===== src/design/deque_with_search_macros.svh =====
// Assertion macros for the deque_with_search block.
// Each macro samples on clock and is disabled while reset is high.
`ifndef DEQUE_WITH_SEARCH_MACROS_SVH
`define DEQUE_WITH_SEARCH_MACROS_SVH

// Same-cycle implication.
`define DWS_ASSERT_IMP(label, ante, cons, msg) \
   label: assert property (@(posedge clock) disable iff (reset) (ante) |-> (cons)) \
      else $error(msg);

// Next-cycle implication.
`define DWS_ASSERT_NXT(label, ante, cons, msg) \
   label: assert property (@(posedge clock) disable iff (reset) (ante) |=> (cons)) \
      else $error(msg);

`endif


===== src/design/dws_pkg.sv =====
// Shared types, constants and helpers for the deque_with_search block.
// No dependencies.
package dws_pkg;

   localparam int DEPTH      = 32;
   localparam int DATA_WIDTH = 32;
   localparam int ADDR_W     = $clog2(DEPTH);
   localparam int CNT_W      = $clog2(DEPTH + 1);
   localparam int OPC_W      = 3;
   localparam int KIND_W     = 3;
   localparam int ELEM_W     = 32;
   localparam int POS_W      = 6;

   typedef enum logic [OPC_W-1:0] {
      OP_PUSH_FRONT = 3'd0,
      OP_PUSH_BACK  = 3'd1,
      OP_LIST_FWD   = 3'd2,
      OP_LIST_BACK  = 3'd3,
      OP_FIND_FWD   = 3'd4,
      OP_FIND_BACK  = 3'd5
   } opcode_type;

   typedef enum logic [KIND_W-1:0] {
      KIND_ELEMENT = 3'd0,
      KIND_MATCH   = 3'd1,
      KIND_DONE    = 3'd2,
      KIND_ACCEPT  = 3'd3,
      KIND_FULL    = 3'd4
   } kind_type;

   typedef enum logic [1:0] {
      ST_IDLE,
      ST_WALK,
      ST_DONE
   } state_type;

   typedef struct packed {
      logic               valid;
      kind_type           kind;
      logic [ELEM_W-1:0]  element;
      logic [POS_W-1:0]   position;
      logic               last;
   } rsp_type;

   // (a + b) mod DEPTH for a, b below DEPTH
   function automatic logic [ADDR_W-1:0] wrap_add(input logic [ADDR_W-1:0] a,
                                                  input logic [ADDR_W-1:0] b);
      logic [ADDR_W:0] sum;
      sum = {1'b0, a} + {1'b0, b};
      if (sum >= (ADDR_W+1)'(DEPTH)) begin
         sum = sum - (ADDR_W+1)'(DEPTH);
      end
      return sum[ADDR_W-1:0];
   endfunction

endpackage


===== src/design/deque_with_search.sv =====
// Bounded double-ended queue of signed values with list and find runs.
// Command channel: an item (req_opcode, req_value) is taken at a rising edge
// with start high and busy low. Opcodes: push front, push back, list front to
// back, list back to front, find from front, find from back.
// Result channel: every beat is shown for exactly one cycle with rsp_valid
// high; the receiver cannot stall it. rsp_last marks the final beat of an item.
// Pushes: one beat (accepted, or refused when full) in the cycle after the
// push is taken; busy stays low, so a command may be taken every cycle.
// List and find: the stored entries are walked through the 32-entry store,
// one read a cycle; entry beats pass the RAM read register and the output
// register, and a done beat closes the run.
// The rate of list/find is set by the single read port of the store.
// Reset empties the queue (front index and count cleared) and drops any run
// in flight; store contents are not cleared and are only read once pushed.
// Depends on dws_pkg, dws_ram, dws_ctrl and deque_with_search_macros.svh.
`include "deque_with_search_macros.svh"

module deque_with_search (
   input  logic                              clock,
   input  logic                              reset,
   input  logic                              start,
   output logic                              busy,
   input  logic [dws_pkg::OPC_W-1:0]         req_opcode,
   input  logic signed [31:0]                req_value,
   output logic                              rsp_valid,
   output logic [dws_pkg::KIND_W-1:0]        rsp_kind,
   output logic signed [31:0]                rsp_element,
   output logic [dws_pkg::POS_W-1:0]         rsp_position,
   output logic                              rsp_last
);
   import dws_pkg::*;

   logic                    wr_en;
   logic [ADDR_W-1:0]       wr_addr;
   logic [DATA_WIDTH-1:0]   wr_data;
   logic                    rd_en;
   logic [ADDR_W-1:0]       rd_addr;
   logic [DATA_WIDTH-1:0]   rd_data;
   rsp_type                 rsp_in;
   rsp_type                 rsp_ff;

   dws_ctrl u_ctrl (
      .clock   (clock),
      .reset   (reset),
      .start   (start),
      .opcode  (req_opcode),
      .value   (req_value[DATA_WIDTH-1:0]),
      .busy    (busy),
      .wr_en   (wr_en),
      .wr_addr (wr_addr),
      .wr_data (wr_data),
      .rd_en   (rd_en),
      .rd_addr (rd_addr),
      .rd_data (rd_data),
      .rsp     (rsp_in)
   );

   dws_ram #(
      .WIDTH   (DATA_WIDTH),
      .ENTRIES (DEPTH)
   ) u_ram (
      .clock   (clock),
      .wr_en   (wr_en),
      .wr_addr (wr_addr),
      .wr_data (wr_data),
      .rd_en   (rd_en),
      .rd_addr (rd_addr),
      .rd_data (rd_data)
   );

   // output register: one beat per cycle, valid cleared by reset
   always_ff @(posedge clock) begin
      if (reset) begin
         rsp_ff <= '0;
      end else begin
         rsp_ff <= rsp_in;
      end
   end

   assign rsp_valid    = rsp_ff.valid;
   assign rsp_kind     = rsp_ff.kind;
   assign rsp_element  = rsp_ff.element;
   assign rsp_position = rsp_ff.position;
   assign rsp_last     = rsp_ff.last;

   `DWS_ASSERT_NXT(a_push_ack,
      start && !busy && (req_opcode == OP_PUSH_FRONT || req_opcode == OP_PUSH_BACK),
      rsp_valid && rsp_last && (rsp_kind == KIND_ACCEPT || rsp_kind == KIND_FULL),
      "push without acknowledge beat")
   `DWS_ASSERT_IMP(a_run_done, $fell(busy) && !$past(reset),
      rsp_valid && rsp_last && rsp_kind == KIND_DONE,
      "walk ended without done beat")
   `DWS_ASSERT_IMP(a_mid_beat, rsp_valid && !rsp_last,
      rsp_kind == KIND_ELEMENT || rsp_kind == KIND_MATCH,
      "non-final beat of wrong kind")

endmodule


===== src/design/dws_ram.sv =====
// Generic single-port-write, single-port-read synchronous RAM.
// Read data is registered. No dependencies.
module dws_ram #(
   parameter int WIDTH   = 32,
   parameter int ENTRIES = 32
) (
   input  logic                       clock,
   input  logic                       wr_en,
   input  logic [$clog2(ENTRIES)-1:0] wr_addr,
   input  logic [WIDTH-1:0]           wr_data,
   input  logic                       rd_en,
   input  logic [$clog2(ENTRIES)-1:0] rd_addr,
   output logic [WIDTH-1:0]           rd_data
);

   logic [WIDTH-1:0] mem [ENTRIES];
   logic [WIDTH-1:0] rd_data_ff;

   always_ff @(posedge clock) begin
      if (wr_en) begin
         mem[wr_addr] <= wr_data;
      end
   end

   always_ff @(posedge clock) begin
      if (rd_en) begin
         rd_data_ff <= mem[rd_addr];
      end
   end

   assign rd_data = rd_data_ff;

endmodule


===== src/design/dws_ctrl.sv =====
// Deque sequencer: ring pointers, push handling and the list/find walk.
// Depends on dws_pkg and drives the dws_ram ports.
module dws_ctrl (
   input  logic                              clock,
   input  logic                              reset,
   input  logic                              start,
   input  logic [dws_pkg::OPC_W-1:0]         opcode,
   input  logic [dws_pkg::DATA_WIDTH-1:0]    value,
   output logic                              busy,
   output logic                              wr_en,
   output logic [dws_pkg::ADDR_W-1:0]        wr_addr,
   output logic [dws_pkg::DATA_WIDTH-1:0]    wr_data,
   output logic                              rd_en,
   output logic [dws_pkg::ADDR_W-1:0]        rd_addr,
   input  logic [dws_pkg::DATA_WIDTH-1:0]    rd_data,
   output dws_pkg::rsp_type                  rsp
);
   import dws_pkg::*;

   state_type              state_ff, state_in;
   logic [ADDR_W-1:0]      front_ff, front_in;
   logic [CNT_W-1:0]       occ_ff, occ_in;
   logic [CNT_W-1:0]       cnt_ff, cnt_in;
   logic [CNT_W-1:0]       iss_ff, iss_in;
   logic [DATA_WIDTH-1:0]  val_ff, val_in;
   logic                   back_ff, back_in;
   logic                   find_ff, find_in;
   logic                   rdv_ff, rdv_in;
   logic [CNT_W-1:0]       rdpos_ff, rdpos_in;
   logic [ADDR_W-1:0]      new_front;
   logic [CNT_W-1:0]       walk_off;

   always_ff @(posedge clock) begin
      if (reset) begin
         state_ff <= ST_IDLE;
         front_ff <= '0;
         occ_ff   <= '0;
         rdv_ff   <= 1'b0;
      end else begin
         state_ff <= state_in;
         front_ff <= front_in;
         occ_ff   <= occ_in;
         rdv_ff   <= rdv_in;
      end
   end

   always_ff @(posedge clock) begin
      cnt_ff   <= cnt_in;
      iss_ff   <= iss_in;
      val_ff   <= val_in;
      back_ff  <= back_in;
      find_ff  <= find_in;
      rdpos_ff <= rdpos_in;
   end

   assign new_front = (front_ff == '0) ? ADDR_W'(DEPTH - 1) : front_ff - 1'b1;
   // offset from the front slot of the entry being issued
   assign walk_off  = back_ff ? (cnt_ff - 1'b1 - iss_ff) : iss_ff;

   always_comb begin
      state_in = state_ff;
      front_in = front_ff;
      occ_in   = occ_ff;
      cnt_in   = cnt_ff;
      iss_in   = iss_ff;
      val_in   = val_ff;
      back_in  = back_ff;
      find_in  = find_ff;
      rdv_in   = 1'b0;
      rdpos_in = rdpos_ff;
      wr_en    = 1'b0;
      wr_addr  = front_ff;
      wr_data  = value;
      rd_en    = 1'b0;
      rd_addr  = wrap_add(front_ff, walk_off[ADDR_W-1:0]);
      rsp      = '0;

      case (state_ff)
         ST_IDLE: begin
            if (start) begin
               case (opcode_type'(opcode))
                  OP_PUSH_FRONT, OP_PUSH_BACK: begin
                     rsp.valid = 1'b1;
                     rsp.last  = 1'b1;
                     if (occ_ff == CNT_W'(DEPTH)) begin
                        rsp.kind = KIND_FULL;
                     end else begin
                        rsp.kind = KIND_ACCEPT;
                        wr_en    = 1'b1;
                        occ_in   = occ_ff + 1'b1;
                        if (opcode_type'(opcode) == OP_PUSH_FRONT) begin
                           front_in = new_front;
                           wr_addr  = new_front;
                        end else begin
                           wr_addr = wrap_add(front_ff, occ_ff[ADDR_W-1:0]);
                        end
                     end
                  end
                  OP_LIST_FWD, OP_LIST_BACK, OP_FIND_FWD, OP_FIND_BACK: begin
                     state_in = ST_WALK;
                     cnt_in   = occ_ff;
                     iss_in   = '0;
                     val_in   = value;
                     back_in  = (opcode_type'(opcode) == OP_LIST_BACK) ||
                                (opcode_type'(opcode) == OP_FIND_BACK);
                     find_in  = (opcode_type'(opcode) == OP_FIND_FWD) ||
                                (opcode_type'(opcode) == OP_FIND_BACK);
                  end
                  default: begin
                  end
               endcase
            end
         end
         ST_WALK: begin
            if (iss_ff != cnt_ff) begin
               rd_en    = 1'b1;
               iss_in   = iss_ff + 1'b1;
               rdv_in   = 1'b1;
               rdpos_in = iss_ff + 1'b1;
            end else begin
               state_in = ST_DONE;
            end
            // read data of the previous issue arrives now
            if (rdv_ff && (!find_ff || (rd_data == val_ff))) begin
               rsp.valid    = 1'b1;
               rsp.kind     = find_ff ? KIND_MATCH : KIND_ELEMENT;
               rsp.element  = ELEM_W'(rd_data);
               rsp.position = POS_W'(rdpos_ff);
            end
         end
         ST_DONE: begin
            rsp.valid = 1'b1;
            rsp.kind  = KIND_DONE;
            rsp.last  = 1'b1;
            state_in  = ST_IDLE;
         end
         default: begin
            state_in = ST_IDLE;
         end
      endcase
   end

   assign busy = (state_ff != ST_IDLE);

endmodule

===== config.mk =====
export PLATFORM = sky130hd
export DESIGN_NAME = deque_with_search
export DESIGN_NICKNAME = d
export VERILOG_FILES = /design/src/design/dws_pkg.sv /design/src/design/deque_with_search.sv /design/src/design/dws_ram.sv /design/src/design/dws_ctrl.sv
export VERILOG_INCLUDE_DIRS = /design/src /design/src/design
export SDC_FILE = /design/constraint.sdc
export NUM_CORES = 1
export LEC_CHECK = 0
export ABC_AREA = 0
export BUFFER_PORTS_ARGS = -buffer_cell sky130_fd_sc_hd__buf_2
export CORE_ASPECT_RATIO = 1.2
export CORE_MARGIN = 3
export CORE_UTILIZATION = 56
export CTS_CLUSTER_SIZE = 16
export DETAILED_ROUTE_END_ITERATION = 16
export HOLD_SLACK_MARGIN = 0.1
export PLACE_DENSITY = 0.85
export SETUP_SLACK_MARGIN = 0.3
export SYNTH_ARGS = -nofsm -noshare
export SYNTH_HDL_FRONTEND = slang
export SYNTH_SLANG_ARGS = --single-unit

===== constraint.sdc =====
create_clock -name clock -period 5.2 [get_ports clock]
set_input_delay 0.52 -clock clock [delete_from_list [all_inputs] [get_ports clock]]
set_output_delay 0.52 -clock clock [all_outputs]
set_load 0.01 [all_outputs]

==> results_dict.tcl <==
set metrics [dict create \
    run_status "completed" \
    yosysUniqueCellTypes 44 \
    fin_crit_sh_pct 86.9 \
    vias_per_cell 7.06 \
    setup.worst_path.end "u_ram.rd_data[11]$_DFFE_PP_" \
    syn_inst 1912 \
    p_leak_nw 15.9 \
    synth-xor-area-share_pct 1.11 \
    grt_use_total_pct 29.0 \
    reg2reg_slack_ns 0.68 \
    hold_depth 2 \
    nNetsFinal 2138 \
    min_period_ns 4.52 \
    design_area_um2 50100 \
    grt_pass1_vias 22900 \
    routedWlPerCell_um 37.0 \
    synth-async-reset-ratio_pct 0 \
    via_count 22600 \
    worstPathRequired_ns 5.62 \
    cts_tree "yes" \
    worstReg2RegEnd "u_ram.rd_data[11]$_DFFE_PP_" \
    dp_hpwl_mm 59.4 \
    critPathMaxStageDelay_ns 1.01 \
    die_h_um 314 \
    synthesis.area_per_instance_um2 23.2 \
    critPathCaptureType "flop" \
    ys_seq_elements 1165 \
    critPathLaunch "u_ctrl.iss_ff[0]$_SDFFCE_PP0P_" \
    start_kind "flop" \
    cp_cell_sequence "inv_1, ha_1, inv_1, fa_1, a21oi_1, inv_1, fa_4, buf_12, mux4_2, mux4_2, mux2_2" \
    htreeDepth 3 \
    drv_slew 0 \
    drt_iter0_drc 3437 \
    synth_top_family_by_area "multiplexers" \
    worstHoldPathType "in -> reg" \
    core_um2 78200 \
    syn_to_final_growth_pct 12.8 \
    hold_slack_ns 0.178 \
    finalHoldViolCount 0 \
    worstPathMaxFanout 64 \
    synth_compound_area_share_pct 0.553 \
    die_w_um 263 \
    clock-skew-final_ns 0.0324 \
    grt_max_degree 65 \
    finalSetupViolCount 0 \
    port_buffers 81 \
    clk_pin_slew_ns 0.06 \
    crit_family "adder cells" \
    post_synth_and_or_nand_nor_area_fraction_pct 2.12 \
    cts_setup_buffers 0 \
    stdcell_count 3199 \
    cts.path.max_buffers 3 \
    rows 112 \
    cts_resized 0 \
    ys_seq_area_share_pct 77.6 \
    muxShareOfSynthArea_pct 17.1 \
    drt-total-wl_mm 118 \
    rsz0062_at_grt "false" \
    cts_root_buf "clkbuf_16" \
    n_fill_cell 4646 \
    grt_overflow 0 \
    drtAntennaViolNets 0 \
    numCtsBuffers 103 \
    ios 82 \
    dp.cells 3000 \
    route.detailed.drc 0 \
    critPathMostFrequentCell "inv_1" \
    cts_sinks 1165 \
    maxSlewHeadroom_pct 7.68 \
    syn_area_um2 44400 \
    synth_fa_ha_area_share_pct 0.586 \
    critical_path_class "reg -> reg" \
    clkLatencyLatePin_ns 0.69 \
    antenna_found_initial 3 \
    reg2regPathDepth 11 \
    ys.flop_type "edfxtp_1" \
    ctsHoldBuffers 0 \
    synth_enable_flop_cells 1108 \
    place_area_um2 46700 \
    max_freq_mhz 221 \
    ir_worst_vdd_v 0.000343 \
    cp_slowest_cell "fa_4" \
    worstMarginPinSlew_ns 1.37 \
    synth_fp_nets 1969 \
    cp.buffers_inverters 4 \
    path_depth 11 \
    grt_pass1_wl_mm 169 \
    dr.pass1.iters 5 \
    drive_gt1_share_pct 32.5 \
    gp_congestion 0.811 \
    r2r-start "u_ctrl.iss_ff[0]$_SDFFCE_PP0P_" \
    powerDensity_nw_per_um2 418 \
    yosys_warnings 0 \
    cap_viol_max_count 0 \
    dieArea_um2 82700 \
    initial_core_util_pct 56.7 \
    critPathArrivalTime_ns 4.94 \
]
## metrics by stage
stage | power [mW] | setup slack, ns | utilization [%] | setup TNS, ns
final | 20.9 | 0.681 | 64.0 | 0
after global routing | 21.4 | 0.594 | 64.0 | 0
after CTS | 21.0 | 0.687 | 64.0 | 0
after detailed placement | 13.4 | 0.756 | 59.7 | 0
after global placement | 13.3 | 0.950 | 59.7 | 0
after floorplan | 12.6 | -0.440 | - | -124.52
## kinds of logic after synthesis
| kind of cell | after synthesis |
|---|---|
| mux | 356 |
| xor+xnor | 56 |
| compound gates | 38 |
| flops | 1165 |
| simple gates | 171 |
| buf+inv | 107 |
| fa+ha+maj | 19 |
## final cells by class
| cell class | instances | area, um2 | area share [%] |
|---|---|---|---|
| Multi-Input combinational cell | 640 | 9850 | 19.7 |
| Antenna cell | 3 | 7.51 | 0.0150 |
| Tap cell | 1026 | 1280 | 2.56 |
| Clock buffer | 123 | 2650 | 5.30 |
| Inverter | 15 | 56.3 | 0.112 |
| Timing Repair Buffer | 156 | 1120 | 2.23 |
| Sequential cell | 1165 | 34400 | 68.7 |
| Clock inverter | 71 | 681 | 1.36 |
## cells in the mapped netlist (2+ instances only)
master    number  area, um2
edfxtp_1    1108      33300
a21o_1         4       30.0
buf_2          3       15.0
buf_1         19       71.3
inv_1         15       56.3
and3_1         5       31.3
nand2_1       15       56.3
nand4_1       12       75.1
mux2_2        33        372
nor2b_1        9       56.3
o211a_1        2       20.0
or2_2          4       25.0
clkbuf_1      68        255
dfxtp_1       57       1140
mux4_2       320       7210
nand3_1        9       45.0
xor2_1        12        105
nand2b_1       6       37.5
a21oi_1       13       65.1
xnor2_1       44        385
or3_1          4       25.0
o211ai_1       3       22.5
o21ai_0        8       40.0
fa_1           3       60.1
and2_1        41        257
ha_1          16        200
nor2_1        29        109
nor4_1        16        100
mux2i_1        3       30.0
nor3_1        17       85.1
## how the worst min path moves through the flow
stage | start | slack [ns] | to
floorplan | u_ctrl.rdpos_ff[0]$_DFFE_PP_ | 0.42 | rsp_position[0]$_SDFF_PP0_
global placement | u_ctrl.rdpos_ff[3]$_DFFE_PP_ | 0.42 | rsp_position[3]$_SDFF_PP0_
detailed placement | u_ctrl.rdpos_ff[3]$_DFFE_PP_ | 0.43 | rsp_position[3]$_SDFF_PP0_
CTS | req_opcode[1] | 0.14 | u_ctrl.find_ff$_DFFE_PP_
global route | req_opcode[1] | 0.18 | u_ctrl.find_ff$_DFFE_PP_
finish | req_opcode[1] | 0.18 | u_ctrl.find_ff$_DFFE_PP_
## per-layer routing
| metal | vias to the layer above | part of all wire (%) | track usage (%) |
|---|---|---|---|
| li1 | 8384 | - | - |
| met1 | 11700 | 33 | 37.1 |
| met2 | 2034 | 49 | 46.9 |
| met5 | - | 0 | 0 |
| met4 | 0 | 6.1 | 16.0 |
| met3 | 450 | 12 | 6.37 |
## worst register-to-register path: cells and delay by family, from the launching register on
| kind | cells | cell delay, ns |
|---|---|---|
| mux | 3 | 1.30 |
| flops | 1 | 0.44 |
| fa+ha+maj | 3 | 1.62 |
| compound gates | 1 | 0.24 |
| buf+inv | 4 | 0.68 |
## power breakdown
part           switching (mW)  internal [mW]
Clock                    3.43           4.21
Sequential             0.0791           10.4
Combinational            1.41           1.36
Total                    4.92           16.0
## state kept, by name (all words and copies together), names as in the netlist, 2 cells and up
signal,cells
rsp_element,32
rsp_kind,3
rsp_position,6
u_ctrl.cnt_ff,6
u_ctrl.front_ff,5
u_ctrl.iss_ff,6
u_ctrl.occ_ff,6
u_ctrl.rdpos_ff,6
u_ctrl.state_ff,2
u_ctrl.val_ff,32
u_ram.mem,1024
u_ram.rd_data,32
## layout by cell type (no fill, tap or decap), drive strengths merged, types with 2 or more instances in the layout
cell type	n
a21o	4
a21oi	13
and2	41
and3	5
buf	156
bufinv	11
clkbuf	123
clkinv	50
clkinvlp	4
dfxtp	57
diode	3
edfxtp	1108
fa	3
ha	16
inv	21
mux2	33
mux2i	3
mux4	320
nand2	15
nand2b	6
nand3	9
nand4	12
nor2	29
nor2b	9
nor3	17
nor4	16
o211a	2
o211ai	3
o21ai	8
or2	4
or3	4
or4b	2
xnor2	44
xor2	12
No activity file was read; power rests on OpenSTA's default activity.
